[config.mk]
export PLATFORM = sky130hd
export DESIGN_NAME = line_tracer_steering_controller_unit
export DESIGN_NICKNAME = d
export VERILOG_FILES = /design/src/hw/rtl/lts_pkg.sv /design/src/hw/rtl/lts_motor.sv /design/src/hw/rtl/lts_core.sv /design/src/hw/rtl/line_tracer_steering_controller_unit.sv
export SDC_FILE = /design/constraint.sdc
export NUM_CORES = 1
export LEC_CHECK = 0
export ABC_CLOCK_PERIOD_IN_PS = 10280
export BUFFER_PORTS_ARGS = -buffer_cell sky130_fd_sc_hd__buf_2
export CORE_ASPECT_RATIO = 0.6
export CORE_MARGIN = 2
export CORE_UTILIZATION = 40
export CTS_BUF_LIST = sky130_fd_sc_hd__clkbuf_4 sky130_fd_sc_hd__clkbuf_8
export DETAILED_ROUTE_END_ITERATION = 10
export PLACE_DENSITY = 0.55
export SLEW_MARGIN = 20
export SYNTH_ARGS = -nofsm -noshare
export SYNTH_HDL_FRONTEND = slang
export SYNTH_SLANG_ARGS = --single-unit
[constraint.sdc]
create_clock -name clk -period 10.28 [get_ports clk]
set_input_delay 0.514 -clock clk [delete_from_list [all_inputs] [get_ports clk]]
set_output_delay 0.514 -clock clk [all_outputs]
set_load 0.01 [all_outputs]
[src/hw/rtl/lts_pkg.sv]
`timescale 1ns / 1ps

package lts_pkg;

	localparam int unsigned CfgIndexW = 3;
	localparam int unsigned CfgDataW  = 16;

	typedef enum logic [CfgIndexW-1:0] {
		REG_LEFT_THRESHOLD  = 3'd0,
		REG_RIGHT_THRESHOLD = 3'd1,
		REG_DARK_LEVEL      = 3'd2,
		REG_STOP_DISTANCE   = 3'd3,
		REG_CORNER_TIME     = 3'd4,
		REG_FINISH_TIME     = 3'd5,
		REG_SHADOW_TIME     = 3'd6,
		REG_MOTOR_FLIP      = 3'd7
	} reg_index_t;

	typedef enum logic [2:0] {
		DRIVE_FINISH   = 3'd0,
		DRIVE_OBSTACLE = 3'd1,
		DRIVE_SHADOW   = 3'd2,
		DRIVE_WAITING  = 3'd3,
		DRIVE_RUNNING  = 3'd4
	} drive_state_t;

	typedef enum logic [1:0] {
		SIDE_NONE  = 2'd0,
		SIDE_LEFT  = 2'd1,
		SIDE_RIGHT = 2'd2
	} side_t;

	// Motor commands before trim and flip
	typedef enum logic [2:0] {
		CMD_STOP,
		CMD_CRUISE,
		CMD_SLOW,
		CMD_FAST,
		CMD_PIVOT_FWD,
		CMD_PIVOT_REV
	} motor_cmd_t;

	localparam logic [31:0] BEEP_GAP = 32'd800;

	localparam logic [9:0]  RST_LEFT_THRESHOLD  = 10'd35;
	localparam logic [9:0]  RST_RIGHT_THRESHOLD = 10'd30;
	localparam logic [9:0]  RST_DARK_LEVEL      = 10'd850;
	localparam logic [9:0]  RST_STOP_DISTANCE   = 10'd15;
	localparam logic [15:0] RST_CORNER_TIME     = 16'd120;
	localparam logic [15:0] RST_FINISH_TIME     = 16'd100;
	localparam logic [15:0] RST_SHADOW_TIME     = 16'd400;
	localparam logic [1:0]  RST_MOTOR_FLIP      = 2'd2;

	typedef struct packed {
		logic [9:0]  left_threshold;
		logic [9:0]  right_threshold;
		logic [9:0]  dark_level;
		logic [9:0]  stop_distance;
		logic [15:0] corner_time;
		logic [15:0] finish_time;
		logic [15:0] shadow_time;
		logic [1:0]  motor_flip;
	} cfg_t;

	typedef struct packed {
		logic [9:0]  left_sample;
		logic [9:0]  right_sample;
		logic [9:0]  light_sample;
		logic [9:0]  distance_cm;
		logic [31:0] time_ms;
	} sample_t;

	typedef struct packed {
		side_t       track_side;
		logic [31:0] side_since;
		logic [31:0] both_since;
		logic [31:0] dark_since;
		logic [31:0] last_beep;
		logic        armed;
		logic        finished;
	} state_t;

	typedef struct packed {
		motor_cmd_t   left_cmd;
		motor_cmd_t   right_cmd;
		drive_state_t drive_state;
		logic         finish_tone;
		logic         warning_tone;
	} result_t;

	// Left trim is 100 percent: duties as commanded
	function automatic logic [7:0] left_mag(input motor_cmd_t cmd);
		logic [7:0] m;
		case (cmd)
			CMD_CRUISE:    m = 8'd130;
			CMD_SLOW:      m = 8'd30;
			CMD_FAST:      m = 8'd230;
			CMD_PIVOT_FWD: m = 8'd170;
			CMD_PIVOT_REV: m = 8'd170;
			default:       m = 8'd0;
		endcase
		return m;
	endfunction

	// Right trim is 70 percent, truncated toward zero
	function automatic logic [7:0] right_mag(input motor_cmd_t cmd);
		logic [7:0] m;
		case (cmd)
			CMD_CRUISE:    m = 8'd91;
			CMD_SLOW:      m = 8'd21;
			CMD_FAST:      m = 8'd161;
			CMD_PIVOT_FWD: m = 8'd119;
			CMD_PIVOT_REV: m = 8'd119;
			default:       m = 8'd0;
		endcase
		return m;
	endfunction

endpackage

[src/hw/rtl/lts_motor.sv]
`timescale 1ns / 1ps

module lts_motor (
	input  lts_pkg::motor_cmd_t cmd,
	input  logic                flip,
	input  logic                right_trim,
	output logic                forward,
	output logic [7:0]          duty
);
	import lts_pkg::*;

	logic [7:0] mag;
	logic       rev;

	always_comb begin
		mag = right_trim ? right_mag(cmd) : left_mag(cmd);
		rev = (cmd == CMD_PIVOT_REV);
		// a zero command stays forward whatever the flip
		forward = (mag == 8'd0) ? 1'b1 : ~(rev ^ flip);
		duty = mag;
	end

endmodule

[src/hw/rtl/lts_core.sv]
`timescale 1ns / 1ps

module lts_core (
	input  lts_pkg::cfg_t    cfg,
	input  lts_pkg::sample_t smp,
	input  lts_pkg::state_t  cur,
	output lts_pkg::state_t  nxt,
	output lts_pkg::result_t res
);
	import lts_pkg::*;

	logic  lb;
	logic  rb;
	logic  both_black;
	logic  shadowed;
	logic  obstacle;
	logic  fin_hit;
	logic  corner;
	logic  stopped;
	side_t side;

	always_comb begin
		nxt = cur;
		res.left_cmd = CMD_STOP;
		res.right_cmd = CMD_STOP;
		res.drive_state = DRIVE_RUNNING;
		res.finish_tone = 1'b0;
		res.warning_tone = 1'b0;

		lb = smp.left_sample > cfg.left_threshold;
		rb = smp.right_sample > cfg.right_threshold;
		both_black = lb && rb;

		// zero marks an unset timer
		if (smp.light_sample > cfg.dark_level) begin
			nxt.dark_since = (cur.dark_since == 32'd0) ? smp.time_ms : cur.dark_since;
		end else begin
			nxt.dark_since = 32'd0;
		end
		shadowed = (nxt.dark_since != 32'd0) &&
			((smp.time_ms - nxt.dark_since) > {16'd0, cfg.shadow_time});

		nxt.armed = cur.armed | ~both_black;
		fin_hit = 1'b0;
		if (nxt.armed && !cur.finished) begin
			if (!both_black) begin
				nxt.both_since = 32'd0;
			end else begin
				nxt.both_since = (cur.both_since == 32'd0) ? smp.time_ms : cur.both_since;
				fin_hit = (smp.time_ms - nxt.both_since) > {16'd0, cfg.finish_time};
			end
		end
		nxt.finished = cur.finished | fin_hit;
		res.finish_tone = fin_hit;

		obstacle = smp.distance_cm < cfg.stop_distance;
		side = SIDE_NONE;
		corner = 1'b0;
		if (nxt.finished) begin
			res.drive_state = DRIVE_FINISH;
		end else if (obstacle) begin
			res.drive_state = DRIVE_OBSTACLE;
		end else if (shadowed) begin
			res.drive_state = DRIVE_SHADOW;
		end else if (!nxt.armed) begin
			res.drive_state = DRIVE_WAITING;
		end else begin
			res.drive_state = DRIVE_RUNNING;
			if (lb && !rb) begin
				side = SIDE_LEFT;
			end else if (rb && !lb) begin
				side = SIDE_RIGHT;
			end else if (both_black) begin
				side = cur.track_side;
			end
			if (side != cur.track_side) begin
				nxt.track_side = side;
				nxt.side_since = smp.time_ms;
			end
			corner = (smp.time_ms - nxt.side_since) > {16'd0, cfg.corner_time};
			case (side)
				SIDE_LEFT: begin
					res.left_cmd = corner ? CMD_PIVOT_REV : CMD_SLOW;
					res.right_cmd = corner ? CMD_PIVOT_FWD : CMD_FAST;
				end
				SIDE_RIGHT: begin
					res.left_cmd = corner ? CMD_PIVOT_FWD : CMD_FAST;
					res.right_cmd = corner ? CMD_PIVOT_REV : CMD_SLOW;
				end
				default: begin
					res.left_cmd = CMD_CRUISE;
					res.right_cmd = CMD_CRUISE;
				end
			endcase
		end

		// stop ticks hold the corner timer at now and may beep
		stopped = !nxt.finished && (obstacle || shadowed);
		if (stopped) begin
			if ((smp.time_ms - cur.last_beep) > BEEP_GAP) begin
				nxt.last_beep = smp.time_ms;
				res.warning_tone = 1'b1;
			end
			nxt.side_since = smp.time_ms;
		end
	end

endmodule

[src/hw/rtl/line_tracer_steering_controller_unit.sv]
`timescale 1ns / 1ps

// Channel  Handshake              Payload
// in       in_valid / in_ready    left_sample, right_sample, light_sample,
//                                 distance_cm, time_ms
// out      out_valid / out_ready  left_forward, left_duty, right_forward,
//                                 right_duty, drive_state, finish_tone, warning_tone
// cfg      cfg_write              cfg_index, cfg_data (no wait, no read-back)
//
// One item per cycle while the output is not stalled: an item is held in the input
// register, then the state update and motor decode run in one pass into the result register.
// out_valid rises when the item moves from the input register into the result register.
// Reset loads the register defaults and clears the steering state and flags.
// A stalled output holds its item; the input register still refills whenever
// the result register is free or being taken in the same cycle.

module line_tracer_steering_controller_unit (
	input  logic        clk,
	input  logic        arst_n,
	input  logic        in_valid,
	output logic        in_ready,
	input  logic [9:0]  left_sample,
	input  logic [9:0]  right_sample,
	input  logic [9:0]  light_sample,
	input  logic [9:0]  distance_cm,
	input  logic [31:0] time_ms,
	output logic        out_valid,
	input  logic        out_ready,
	output logic        left_forward,
	output logic [7:0]  left_duty,
	output logic        right_forward,
	output logic [7:0]  right_duty,
	output logic [2:0]  drive_state,
	output logic        finish_tone,
	output logic        warning_tone,
	input  logic        cfg_write,
	input  logic [lts_pkg::CfgIndexW-1:0] cfg_index,
	input  logic [lts_pkg::CfgDataW-1:0]  cfg_data
);
	import lts_pkg::*;

	cfg_t    cfg_q;
	state_t  state_q;
	state_t  state_nxt;
	sample_t smp_s1;
	logic    valid_s1;
	result_t res;
	logic    advance;
	logic    lf_c;
	logic    rf_c;
	logic [7:0] ld_c;
	logic [7:0] rd_c;

	assign advance  = valid_s1 && (!out_valid || out_ready);
	assign in_ready = !valid_s1 || advance;

	always_ff @(posedge clk or negedge arst_n) begin
		if (!arst_n) begin
			cfg_q.left_threshold  <= RST_LEFT_THRESHOLD;
			cfg_q.right_threshold <= RST_RIGHT_THRESHOLD;
			cfg_q.dark_level      <= RST_DARK_LEVEL;
			cfg_q.stop_distance   <= RST_STOP_DISTANCE;
			cfg_q.corner_time     <= RST_CORNER_TIME;
			cfg_q.finish_time     <= RST_FINISH_TIME;
			cfg_q.shadow_time     <= RST_SHADOW_TIME;
			cfg_q.motor_flip      <= RST_MOTOR_FLIP;
		end else if (cfg_write) begin
			case (reg_index_t'(cfg_index))
				REG_LEFT_THRESHOLD:  cfg_q.left_threshold  <= cfg_data[9:0];
				REG_RIGHT_THRESHOLD: cfg_q.right_threshold <= cfg_data[9:0];
				REG_DARK_LEVEL:      cfg_q.dark_level      <= cfg_data[9:0];
				REG_STOP_DISTANCE:   cfg_q.stop_distance   <= cfg_data[9:0];
				REG_CORNER_TIME:     cfg_q.corner_time     <= cfg_data;
				REG_FINISH_TIME:     cfg_q.finish_time     <= cfg_data;
				REG_SHADOW_TIME:     cfg_q.shadow_time     <= cfg_data;
				REG_MOTOR_FLIP:      cfg_q.motor_flip      <= cfg_data[1:0];
				default: ;
			endcase
		end
	end

	always_ff @(posedge clk or negedge arst_n) begin
		if (!arst_n) begin
			valid_s1 <= 1'b0;
		end else if (in_ready) begin
			valid_s1 <= in_valid;
		end
	end

	always_ff @(posedge clk) begin
		if (in_valid && in_ready) begin
			smp_s1.left_sample  <= left_sample;
			smp_s1.right_sample <= right_sample;
			smp_s1.light_sample <= light_sample;
			smp_s1.distance_cm  <= distance_cm;
			smp_s1.time_ms      <= time_ms;
		end
	end

	lts_core u_core (
		.cfg (cfg_q),
		.smp (smp_s1),
		.cur (state_q),
		.nxt (state_nxt),
		.res (res)
	);

	lts_motor u_left (
		.cmd        (res.left_cmd),
		.flip       (cfg_q.motor_flip[1]),
		.right_trim (1'b0),
		.forward    (lf_c),
		.duty       (ld_c)
	);

	lts_motor u_right (
		.cmd        (res.right_cmd),
		.flip       (cfg_q.motor_flip[0]),
		.right_trim (1'b1),
		.forward    (rf_c),
		.duty       (rd_c)
	);

	always_ff @(posedge clk or negedge arst_n) begin
		if (!arst_n) begin
			state_q <= '0;
		end else if (advance) begin
			state_q <= state_nxt;
		end
	end

	always_ff @(posedge clk or negedge arst_n) begin
		if (!arst_n) begin
			out_valid <= 1'b0;
		end else if (advance) begin
			out_valid <= 1'b1;
		end else if (out_ready) begin
			out_valid <= 1'b0;
		end
	end

	always_ff @(posedge clk) begin
		if (advance) begin
			left_forward  <= lf_c;
			left_duty     <= ld_c;
			right_forward <= rf_c;
			right_duty    <= rd_c;
			drive_state   <= res.drive_state;
			finish_tone   <= res.finish_tone;
			warning_tone  <= res.warning_tone;
		end
	end

endmodule
==> impl_metrics.tcl <==
set metrics [dict create \
    clkSlewWorstSetupHoldPaths_ps 70 \
    cp_slowest_stage_delay_ps 760 \
    grt_antenna_before_repair 3 \
    vias 18710 \
    place_ws_ps 1206 \
    ant_nets 0 \
    async_reset_ff_frac 0.7066 \
    finalSetupTns_ps 0 \
    die_h_um 186.1 \
    hold_viol_final 0 \
    multiInputGateArea_um2 12740 \
    grt_start_max_net_pins 96 \
    synth_seq_cells 317 \
    syn_nets 2667 \
    cts.root.buffer_cell "clkbuf_8" \
    core.rowCount 66 \
    die_area_um2 57200 \
    critPathArrivalTime_ps 9620 \
    fin_ws_ps 1062 \
    initial_core_util 0.4067 \
    switching_share 0.4873 \
    rsz0062_at_grt "false" \
    grt_pass1_vias 17890 \
    crit_required_ps 10680 \
    netlist_instances 2357 \
    tightest_slew_ps 1034 \
    viasPerCell 5.776 \
    post_cts_resized 0 \
    fmax_mhz 108.5 \
    slowest_stage "nor3_1" \
    drive_above_1_share 0.1644 \
    cp_max_fo 19 \
    setup.worst_path.class "reg2reg" \
    cpMostUsedCell "nand2_1" \
    drt_first_iter_violations 1722 \
    max_cap_violations 0 \
    power.internal_uw 4991 \
    cts_hold_buf 1 \
    seqPwrFrac 0.187 \
    clock_power_share 0.132 \
    fin_nets 2791 \
    ir_worst_vdd_mv 0.3771 \
    totalWireLength_um 67280 \
    area_delta_synth_final_pct 11.90 \
    antenna_cells 0 \
    synth_area_per_cell_um2 9.375 \
    core_area_um2 54340 \
    firstDrtPassIters 5 \
    dp_hpwl_um 50030 \
    relSlewSlack 0.3104 \
    p_leak_uw 0.01088 \
    min_period_ps 9218 \
    cts_tree "done" \
    wl_per_cell_um 20.77 \
    htreeDepth 2 \
    finalCritPeriodShare 0.8967 \
    register_area_um2 8432 \
    overflow 0 \
    clk_path_buf_depth 3 \
    grt_first_pass_wirelength_um 104900 \
    crit_path_start_kind "flip-flop" \
    ys_types 87 \
    clock_latency_ps 650 \
    hp-class "in2reg" \
    portBuffers 119 \
    p_sw_uw 4744 \
    fin_skew_ps 27.71 \
    synth_area_um2 22100 \
    ios 121 \
    cts_buffers 53 \
    endpoint_kind "flip-flop" \
    place_congestion 0.9087 \
    synth_edf_count 93 \
    track_usage 0.2365 \
    die_x_um 307.4 \
    ys_seq_area_frac 0.3816 \
    drt_drc_violations_left 0 \
    power_per_cell_area_nw_per_um2 393.7 \
    yosysWarnings 0 \
    status "completed" \
    combPwrFrac 0.681 \
    fillers 5241 \
    setup_viol 0 \
    post_cts_buffers 0 \
    drv_slew 0 \
    ys.flop_type "dfrtp_1" \
    clock-sinks 317 \
]
-- final cells by class --
| cell class | count | share of cell area |
|---|---|---|
| clock buffers | 71 | 0.03674 |
| well taps | 714 | 0.03613 |
| clock inverters | 28 | 0.01118 |
| multi-input cells | 1787 | 0.5151 |
| inverters | 174 | 0.02641 |
| flip-flops and latches | 317 | 0.3410 |
| repair buffers | 148 | 0.03340 |
-- kinds of logic (layout without fill, tap and decap cells) --
family          count (synthesis)  in the layout  share of synthesized area
buf+inv                       253            421                    0.04394
fa+ha+maj                     216            216                     0.1234
compound gates                686            686                     0.2023
other cells                     1              1                  0.0001697
xor+xnor                       67             67                    0.02656
mux                           156            156                    0.07695
simple gates                  661            661                     0.1451
flops                         317            317                     0.3816
-- metrics by stage --
| stage | util | instance area (um^2) | hold WS [ps] | instances | total power, uW |
|---|---|---|---|---|---|
| 2_1_floorplan | - | 22100 | 218.4 | 2357 | 6739 |
| 3_3_place_gp | 0.4328 | 23520 | 486.5 | 3139 | 8216 |
| 3_5_place_dp | 0.4330 | 23530 | 493.6 | 3139 | 8334 |
| 4_1_cts | 0.4550 | 24720 | 0.1499 | 3239 | 9681 |
| 5_1_grt | 0.4551 | 24730 | 7.621 | 3239 | 10660 |
| 6_report | 0.4551 | 24730 | 47.31 | 3239 | 9735 |
-- power groups by stage --
stage	clock [uW]	sequential [uW]	combinational, uW
2_1_floorplan	0	1770	4970
3_3_place_gp	0	1830	6390
3_5_place_dp	0	1840	6490
4_1_cts	1320	1820	6540
5_1_grt	1370	1860	7420
6_report	1290	1820	6630
-- synth_stat cells (6+ instances only) --
cell type / number / share of area
a2111oi_0: 13 / 0.0052
a211oi_1: 17 / 0.0058
a21o_1: 86 / 0.029
a21oi_1: 173 / 0.039
a31oi_1: 24 / 0.0068
and2_1: 6 / 0.0017
and3_1: 10 / 0.0028
buf_2: 8 / 0.0018
clkbuf_1: 64 / 0.011
dfrtp_1: 197 / 0.22
dfstp_2: 27 / 0.032
edfxtp_1: 93 / 0.13
ha_1: 210 / 0.12
inv_1: 174 / 0.030
mux2_2: 111 / 0.057
mux2i_1: 45 / 0.020
nand2_1: 255 / 0.043
nand2b_1: 34 / 0.0096
nand3_1: 42 / 0.0095
nand3b_1: 6 / 0.0020
nand4_1: 34 / 0.0096
nor2_1: 118 / 0.020
nor2b_1: 27 / 0.0076
nor3_1: 44 / 0.010
nor3b_1: 12 / 0.0041
nor4_1: 31 / 0.0088
o2111ai_1: 6 / 0.0024
o211ai_1: 14 / 0.0048
o21a_1: 34 / 0.012
o21ai_0: 166 / 0.038
o21bai_1: 17 / 0.0058
o221ai_1: 7 / 0.0028
o31a_1: 6 / 0.0024
o31ai_1: 43 / 0.015
o41ai_1: 9 / 0.0036
or3_1: 12 / 0.0034
or4_1: 7 / 0.0024
xnor2_1: 40 / 0.016
xor2_1: 27 / 0.011
-- worst max-delay path: cells and delay by family, from the launching register on --
family                     cells  cell delay (ps)
and+or+nand+nor               12             3450
AOI/OAI and AO/OA             14             3440
adders and majority gates      3              750
DFF                            1              510
muxes                          1              360
buffers and inverters          2              280
xor gates and xnor gates       1              160
-- final timing paths --
path	start	end	slack, ps	cells after the start
max	cfg_q[74]	right_duty[4]	1060	33
min	time_ms[0]	smp_s1[0]	50	1
max reg2reg	cfg_q[74]	right_duty[4]	1060	33
min reg2reg	cfg_q[16]	cfg_q[16]	500	1
max in group asynchronous	arst_n	state_q[92]	8250	3
min in group asynchronous	arst_n	cfg_q[88]	510	2
-- registers in the layout (all words and copies together) (netlist names) --
name           count
state_q          132
cfg_q             90
smp_s1            72
left_duty          7
right_duty         7
drive_state        3
finish_tone        1
left_forward       1
out_valid          1
right_forward      1
valid_s1           1
warning_tone       1
-- placed cells by master (no fill, tap or decap), drive strengths merged, types with 34 or more instances in the layout --
cell type and n:
nand2 255, ha 210, dfrtp 197, inv 175, a21oi 174, o21ai 169
buf 147, nor2 118, mux2 111, edfxtp 93, a21o 86, clkbuf 71
mux2i 45, nor3 45, o31ai 43, nand3 42, xnor2 40, nor4 35
o21a 34, nand4 34, nand2b 34
-- routing by layer --
layer | vias up | track usage | part of all wire
met5 | - | 0 | 0
met4 | 0 | 0.04156 | 0.014
met3 | 82 | 0.03564 | 0.066
met2 | 613 | 0.3356 | 0.40
met1 | 9096 | 0.3760 | 0.52
li1 | 8918 | - | -
No activity file was read; power rests on OpenSTA's default activity.
